--- config.mk ---
export PLATFORM = sky130hd
export DESIGN_NAME = sed_div
export DESIGN_NICKNAME = d
export VERILOG_FILES = /design/src/rtl/sed_pkg.sv /design/src/rtl/sed_div.sv
export SDC_FILE = /design/constraint.sdc
export NUM_CORES = 2
export LEC_CHECK = 0
export BUFFER_PORTS_ARGS = -buffer_cell sky130_fd_sc_hd__buf_4
export CAP_MARGIN = 20
export CORE_ASPECT_RATIO = 1.2
export CORE_UTILIZATION = 55
export CTS_BUF_LIST = sky130_fd_sc_hd__clkbuf_16
export CTS_CLUSTER_DIAMETER = 40
export DETAILED_ROUTE_END_ITERATION = 8
export PLACE_DENSITY = 0.8
export SLEW_MARGIN = 15
export SYNTH_ARGS = -nofsm -noshare
export SYNTH_HDL_FRONTEND = slang
export SYNTH_SLANG_ARGS = --single-unit
--- constraint.sdc ---
create_clock -name aclk -period 12.2 [get_ports aclk]
set_input_delay 3.66 -clock aclk [delete_from_list [all_inputs] [get_ports aclk]]
set_output_delay 3.66 -clock aclk [all_outputs]
set_load 0.03 [all_outputs]
--- src/rtl/sed_pkg.sv ---
// Shared types and constants of the Sampson epipolar distance block.
package sed_pkg;

    localparam int unsigned COEF_W     = 32;
    localparam int unsigned NUM_COEF   = 9;
    localparam int unsigned DIST_W     = 16;
    localparam int unsigned ONE_SHIFT  = 4;
    localparam int unsigned APB_DATA_W = 64;
    localparam int unsigned APB_ADDR_W = 6;
    localparam int unsigned REG_IDX_W  = 3;

    localparam logic [DIST_W-1:0] DIST_MAX        = 16'hFFFF;
    localparam logic [DIST_W-1:0] THRESHOLD_RESET = 16'd16;

    localparam logic [REG_IDX_W-1:0] REG_COEF_PAIR_0      = 3'd0;
    localparam logic [REG_IDX_W-1:0] REG_COEF_PAIR_1      = 3'd1;
    localparam logic [REG_IDX_W-1:0] REG_COEF_PAIR_2      = 3'd2;
    localparam logic [REG_IDX_W-1:0] REG_COEF_PAIR_3      = 3'd3;
    localparam logic [REG_IDX_W-1:0] REG_COEF_LAST        = 3'd4;
    localparam logic [REG_IDX_W-1:0] REG_INLIER_THRESHOLD = 3'd5;

    typedef logic [NUM_COEF-1:0][COEF_W-1:0] coef_array_t;

    typedef struct packed {
        logic [15:0] first_x;
        logic [15:0] first_y;
        logic [15:0] second_x;
        logic [15:0] second_y;
    } sed_in_t;

    typedef struct packed {
        logic [DIST_W-1:0] distance;
        logic              inlier;
        logic              degenerate;
    } sed_out_t;

endpackage

--- src/rtl/sed_div.sv ---
// Pipelined saturating 16-bit quotient of residual magnitude over root norm.
module sed_div
    import sed_pkg::*;
#(
    parameter int MW  = 67,
    parameter int R_W = 50
) (
    input  logic              aclk,
    input  logic              aresetn,
    input  logic              en,
    input  logic              in_valid,
    input  logic [MW-1:0]     in_num,
    input  logic [R_W-1:0]    in_den,
    input  logic              in_degen,
    output logic              out_valid,
    output logic [DIST_W-1:0] out_quot,
    output logic              out_sat,
    output logic              out_degen
);
    localparam int CW = (MW > R_W + DIST_W) ? MW : R_W + DIST_W;
    localparam int NS = DIST_W + 1;

    logic [NS-1:0]     vld_reg;
    logic [MW-1:0]     rem_reg  [NS];
    logic [R_W-1:0]    den_reg  [NS];
    logic [DIST_W-1:0] q_reg    [NS];
    logic              sat_reg  [NS];
    logic              deg_reg  [NS];

    logic [CW-1:0] scaled;
    logic          sat_next;

    assign scaled   = (CW'(in_den) << DIST_W) - CW'(in_den);
    assign sat_next = scaled <= CW'(in_num);

    always_ff @(posedge aclk) begin
        if (!aresetn) begin
            vld_reg <= '0;
        end else if (en) begin
            vld_reg <= {vld_reg[NS-2:0], in_valid};
        end
    end

    always_ff @(posedge aclk) begin
        if (en) begin
            rem_reg[0] <= in_num;
            den_reg[0] <= in_den;
            q_reg[0]   <= '0;
            sat_reg[0] <= sat_next;
            deg_reg[0] <= in_degen;
        end
    end

    for (genvar k = 1; k < NS; k++) begin : g_bit
        logic [CW-1:0]     t, diff;
        logic              ge;
        logic [MW-1:0]     rem_next;
        logic [DIST_W-1:0] q_next;

        assign t        = CW'(den_reg[k-1]) << (DIST_W - k);
        assign diff     = CW'(rem_reg[k-1]) - t;
        assign ge       = t <= CW'(rem_reg[k-1]);
        assign rem_next = ge ? MW'(diff) : rem_reg[k-1];
        assign q_next   = {q_reg[k-1][DIST_W-2:0], ge};

        always_ff @(posedge aclk) begin
            if (en) begin
                rem_reg[k] <= rem_next;
                den_reg[k] <= den_reg[k-1];
                q_reg[k]   <= q_next;
                sat_reg[k] <= sat_reg[k-1];
                deg_reg[k] <= deg_reg[k-1];
            end
        end
    end

    assign out_valid = vld_reg[NS-1];
    assign out_quot  = q_reg[NS-1];
    assign out_sat   = sat_reg[NS-1];
    assign out_degen = deg_reg[NS-1];

endmodule
; Yosys cells after proc, flatten, opt, wreduce, memory -nomap -nowiden
; Memory sizes are Yosys's and may differ from the RTL's.
; Index checks and enable logic that the tools add are counted.
[word_totals]
regBits = 17
elab_cells = 58
mem_count = 5
ram_bits = 2295
romBits = 0
input_bits = 122
latch_bits = 0
[mem_list]
columns = memory, words, width, rd, rd_ports_with_merged_regs, write_ports, line_no
row1 = rem_reg, 17, 67, 16, 0, 17, sed_div.sv:24  ; logic [MW-1:0] rem_reg [NS];
row2 = den_reg, 17, 50, 16, 0, 17, sed_div.sv:25  ; logic [R_W-1:0] den_reg [NS];
row3 = q_reg, 17, 16, 17, 0, 17, sed_div.sv:26  ; logic [DIST_W-1:0] q_reg [NS];
row4 = deg_reg, 17, 1, 17, 0, 17, sed_div.sv:28  ; logic deg_reg [NS];
row5 = sat_reg, 17, 1, 17, 0, 17, sed_div.sv:27  ; logic sat_reg [NS];
[classes]
n_reduce_logical = 0
addsub = 17
n_mux = 18
n_eq_ne = 0
n_mul = 0
magnitude_cmp = 17
div_mod_pow = 0
bitwise_logic = 0
shift = 0
[op_table]
columns = cell, count
row1 = $mux 67, 16
row2 = $le 50x67->1, 1
row3 = $le 51x67->1, 1
row4 = $le 52x67->1, 1
row5 = $le 53x67->1, 1
row6 = $le 54x67->1, 1
row7 = $le 55x67->1, 1
row8 = $le 56x67->1, 1
row9 = $le 57x67->1, 1
row10 = $le 58x67->1, 1
row11 = $le 59x67->1, 1
row12 = $le 60x67->1, 1
row13 = $le 61x67->1, 1
row14 = $le 62x67->1, 1
row15 = $le 63x67->1, 1
row16 = $le 64x67->1, 1
row17 = $le 65x67->1, 1
row18 = $le 67x67->1, 1
row19 = $sub 66x50->67, 1
row20 = $sub 67x50->67, 1
row21 = $sub 67x51->67, 1
row22 = $sub 67x52->67, 1
row23 = $sub 67x53->67, 1
row24 = $sub 67x54->67, 1
row25 = other kinds (12), 13

; Depth between registers and ports, before layout
; An unclocked memory read counts as a cell.
[depth]
ltp_word = 3
depth_mapped = 26

; Least setup slack after synthesis
; No wires, ideal clock.
[synth_path]
kind = input-to-reg
startpoint = in in_den[16]
endpoint = mem sat_reg[0][0], data pin
t_required_ns = 12.068
n_path_buf = 0
setup_time_ns = 0.132
t_arrival_ns = 7.802
cell_stages = 23
path_slack_ns = 4.266
cell_sequence = inv_1 > ha_1 > or3b_2 > or4_4 > nor4_2 > o32a_2 > a21boi_2 > a211oi_4 > a22oi_2 > o21ai_1 > xor2_1 > ha_1 > a21o_1 > a21o_1 > a21oi_1 > nor2b_1 > o21ai_0 > nand2b_1 > a21oi_1 > nor2b_1 > a2111oi_0 > o221ai_1 > nand2_1
[synth_lines]
columns = item, line_no
row1 = "start, declared", sed_div.sv:13  ; input logic [R_W-1:0] in_den,
row2 = "end, declared", sed_div.sv:27

==> impl_metrics.ini <==
[run_status]
run_status = finished clean

[layout]
final_core_util_pct = 62.14
final_net_count = 13210
num-fill-cells = 17610
syn2layout_area_growth_pct = 12.19
drive_gt1_share_pct = 8.143
largest_register_ff_count = 1072

[global_route]
gr-usage-met1_pct = 25.43
grt.overflow.total = 0
grt_max_degree = 178
grt_usage_pct = 29.37
antenna_found_initial = 7
grt_first_pass_wirelength_mm = 518.3
gr-usage-met2_pct = 58.97
first_global_vias = 94160
groute.layer.met3.usage_pct = 3.316
grt_busiest_layer = met2

[sta]
holdWs_ps = 413.7
slew_violations = 0
layout_min_cycle_time_ps = 8517
hold_viol = 0
fmax_mhz = 117.4
worst_slew_pin_slew_ps = 1314
timing.slew.headroom_pct = 11.71
clock-skew-final_ps = 55.54
fin_setup_tns_ps = 0
finalCritPeriodShare_pct = 69.81
rsz0062_at_grt = no
finalSetupViolations = 0

[place]
buffer_ports.inserted = 140
dp_hpwl_mm = 264.7
gp_congestion = 1.096

[synthesis]
synth_fa_ha_area_share_pct = 9.350
synth_enable_flop_cells = 2042
synthSimpleGateAreaFrac_pct = 11.97
post_synth_instance_area_um2 = 123900
post_synth_inst_count = 12050
synth_xor_area_share_pct = 6.185
ys_seq_elements = 2059
synth.area.mux_share_pct = 1.347
synth.avg_cell_area_um2 = 10.29
ys_seq_area_share_pct = 49.76
dominantRegCellSynth = sky130_fd_sc_hd__edfxtp_1
syn_nets = 13080
async_reset_ff_share_pct = 0
synth-compound-area-share_pct = 16.55
combinational_family_with_the_most_area_after_synthesis = compound AO/OA/AOI/OAI gates
synthesis_warning_total = 0
synth.distinct_cells = 97

[setup_path]
crit_cells = 22
rr_startpoint = rem_reg[0][147]
endpoint_kind = flop
critical-path-max-stage-delay_ps = 460
cp_data_arrival_time_ps = 9200
worstRegToRegCells = 13
regToRegSetupSlack_ps = 6420
timing.critical_path.mode_cell = sky130_fd_sc_hd__buf_4
worst-endpoint-required_ps = 12890
crit_type = input port to flop
r2r_end = rem_reg[0][222]
cp_slowest_cell = sky130_fd_sc_hd__or4_4
path_delay_family = simple AND/OR/NAND/NOR gates
critical_path.n_buffers_inverters = 4
worstPathCellList = buf_4 -> inv_1 -> ha_1 -> or3b_2 -> or4_4 -> nor2_1 -> o21a_1 -> a21oi_1 -> buf_4 -> o21ai_1 -> a211o_1 -> nand2_1 -> nor4b_1 -> buf_4 -> a41oi_1 -> xnor2_1 -> ha_1 -> nand4_1 -> nand3b_1 -> nor2b_1 -> nand4_1 -> nand2_1
critPathMaxFanout = 5
setup.worst_path.start_class = input port

[die]
die_height_um = 522.0
die_width_um = 435.3
rows = 190
dieArea_um2 = 227200
design.core.area_um2 = 223700
floorplan.initialDensity_pct = 55.39
design.portCount = 141

[cts]
htree_levels = 5
postCtsResizedCells = 0
clock_tree.root_cell = sky130_fd_sc_hd__clkbuf_16
tritoncts.num_buffers = 324
cts-root-to-sink-buffers = 4
worstSkewPairLatency_ps = 880
cts_tree = built
cts_hold_buf = 0
clk_transition_reported_paths_ps = 60
cts.sinks = 2059
cts_setup_buffers = 0

[route]
routed_via_density = 5.959
antenna_nets_post_route = 0
drt-wirelength-per-cell_um = 22.09
via_count = 91820
detailedRoute.firstPassIterationCount = 6
drtIter0Drc = 5638
postRouteWirelength_mm = 340.3
drc = 0

[min_path]
hold_path.startpoint = q_reg[0][118]
min_path_type = flop to flop
hold_depth = 0
worstHoldEndpoint = q_reg[0][135]

[power_and_ir_drop]
p_per_area_nw_per_um2 = 253.7
vdd_ir_drop_max_v = 0.0001496
power.leakage_nw = 56.45

[run]
max-cap-violations = 0
==> Yosys cell counts, types with 103 or more instances <==
cell,instances,share of area [%]
sky130_fd_sc_hd__edfxtp_1,2042,49
sky130_fd_sc_hd__a21oi_1,1240,5.0
sky130_fd_sc_hd__inv_1,1154,3.5
sky130_fd_sc_hd__nand2_1,932,2.8
sky130_fd_sc_hd__ha_1,902,9.1
sky130_fd_sc_hd__nor2_1,841,2.5
sky130_fd_sc_hd__o21ai_0,745,3.0
sky130_fd_sc_hd__xnor2_1,527,3.7
sky130_fd_sc_hd__a21o_1,473,2.9
sky130_fd_sc_hd__clkbuf_1,368,1.1
sky130_fd_sc_hd__xor2_1,348,2.5
sky130_fd_sc_hd__nand4_1,249,1.3
sky130_fd_sc_hd__nand3_1,216,0.87
sky130_fd_sc_hd__nor3_1,187,0.76
sky130_fd_sc_hd__o21bai_1,143,0.87
sky130_fd_sc_hd__nor2b_1,129,0.65
sky130_fd_sc_hd__mux2_2,126,1.1
sky130_fd_sc_hd__nor4_1,112,0.57
sky130_fd_sc_hd__o21a_1,103,0.62
==> cell type report <==
class / count / area, µm² / area share (%)
antenna: 5 / 12.51 / 0.009000
clock buffer: 331 / 8283 / 5.958
clock inverter: 254 / 2659 / 1.913
inverter: 1154 / 4332 / 3.116
multi-input combinational: 8399 / 56440 / 40.60
sequential: 2059 / 61660 / 44.35
tap: 2976 / 3724 / 2.679
timing repair buffer: 231 / 1906 / 1.371
==> per-layer routing <==
| layer | wire length [µm] | part of all wire, % | vias to the layer above |
|---|---|---|---|
| met2 | 189100 | 56 | 2996 |
| met5 | 0 | 0 | - |
| met1 | 106900 | 31 | 43390 |
| li1 | - | - | 44280 |
| met4 | 32110 | 9.4 | 0 |
| met3 | 12190 | 3.6 | 1156 |
==> power by group <==
part           internal [mW]  switching, mW
Combinational           5.95           8.86
Clock                   5.66           3.52
Sequential              10.3           1.02
==> through the flow <==
stage | worst slack [ps] | area, µm² | instances | total power [mW]
after global routing | 3457 | 139000 | 15410 | 37.26
after floorplan | 4266 | 123900 | 12050 | 21.78
after global placement | 2642 | 128000 | 14810 | 25.52
final | 3683 | 139000 | 15410 | 35.27
after CTS | 3522 | 139000 | 15400 | 35.14
after detailed placement | 2605 | 128000 | 14820 | 25.84
==> logic make-up after synthesis <==
logic type | count (synthesis)
buffers and inverters | 1587
AOI/OAI and AO/OA | 3338
adders and majority gates | 917
muxes | 151
DFF | 2059
xor gates and xnor gates | 875
and+or+nand+nor | 3118
==> cells in the final DEF (no fill, tap or decap), types with 141 or more instances in the layout <==
cell and instances:
sky130_fd_sc_hd__buf_4 214, sky130_fd_sc_hd__nand2_1 930, sky130_fd_sc_hd__nand3_1 216, sky130_fd_sc_hd__inv_1 1173
sky130_fd_sc_hd__nand4_1 249, sky130_fd_sc_hd__o21ai_0 745, sky130_fd_sc_hd__a21oi_1 1240, sky130_fd_sc_hd__a21o_1 471
sky130_fd_sc_hd__xor2_1 348, sky130_fd_sc_hd__edfxtp_1 2042, sky130_fd_sc_hd__xnor2_1 527, sky130_fd_sc_hd__nor2_1 841
sky130_fd_sc_hd__ha_1 902, sky130_fd_sc_hd__o21bai_1 141, sky130_fd_sc_hd__clkbuf_16 331, sky130_fd_sc_hd__nor3_1 181
==> how the worst max path moves through the flow <==
stage	start	to	slack, ps
finish	in_den[16]	sat_reg[0][0]	3680
global route	in_den[16]	sat_reg[0][0]	3460
CTS	in_den[16]	sat_reg[0][0]	3520
detailed placement	in_den[16]	sat_reg[0][0]	2600
global placement	in_den[16]	sat_reg[0][0]	2640
floorplan	in_den[16]	sat_reg[0][0]	4270
(Power assumes the default switching activity.)
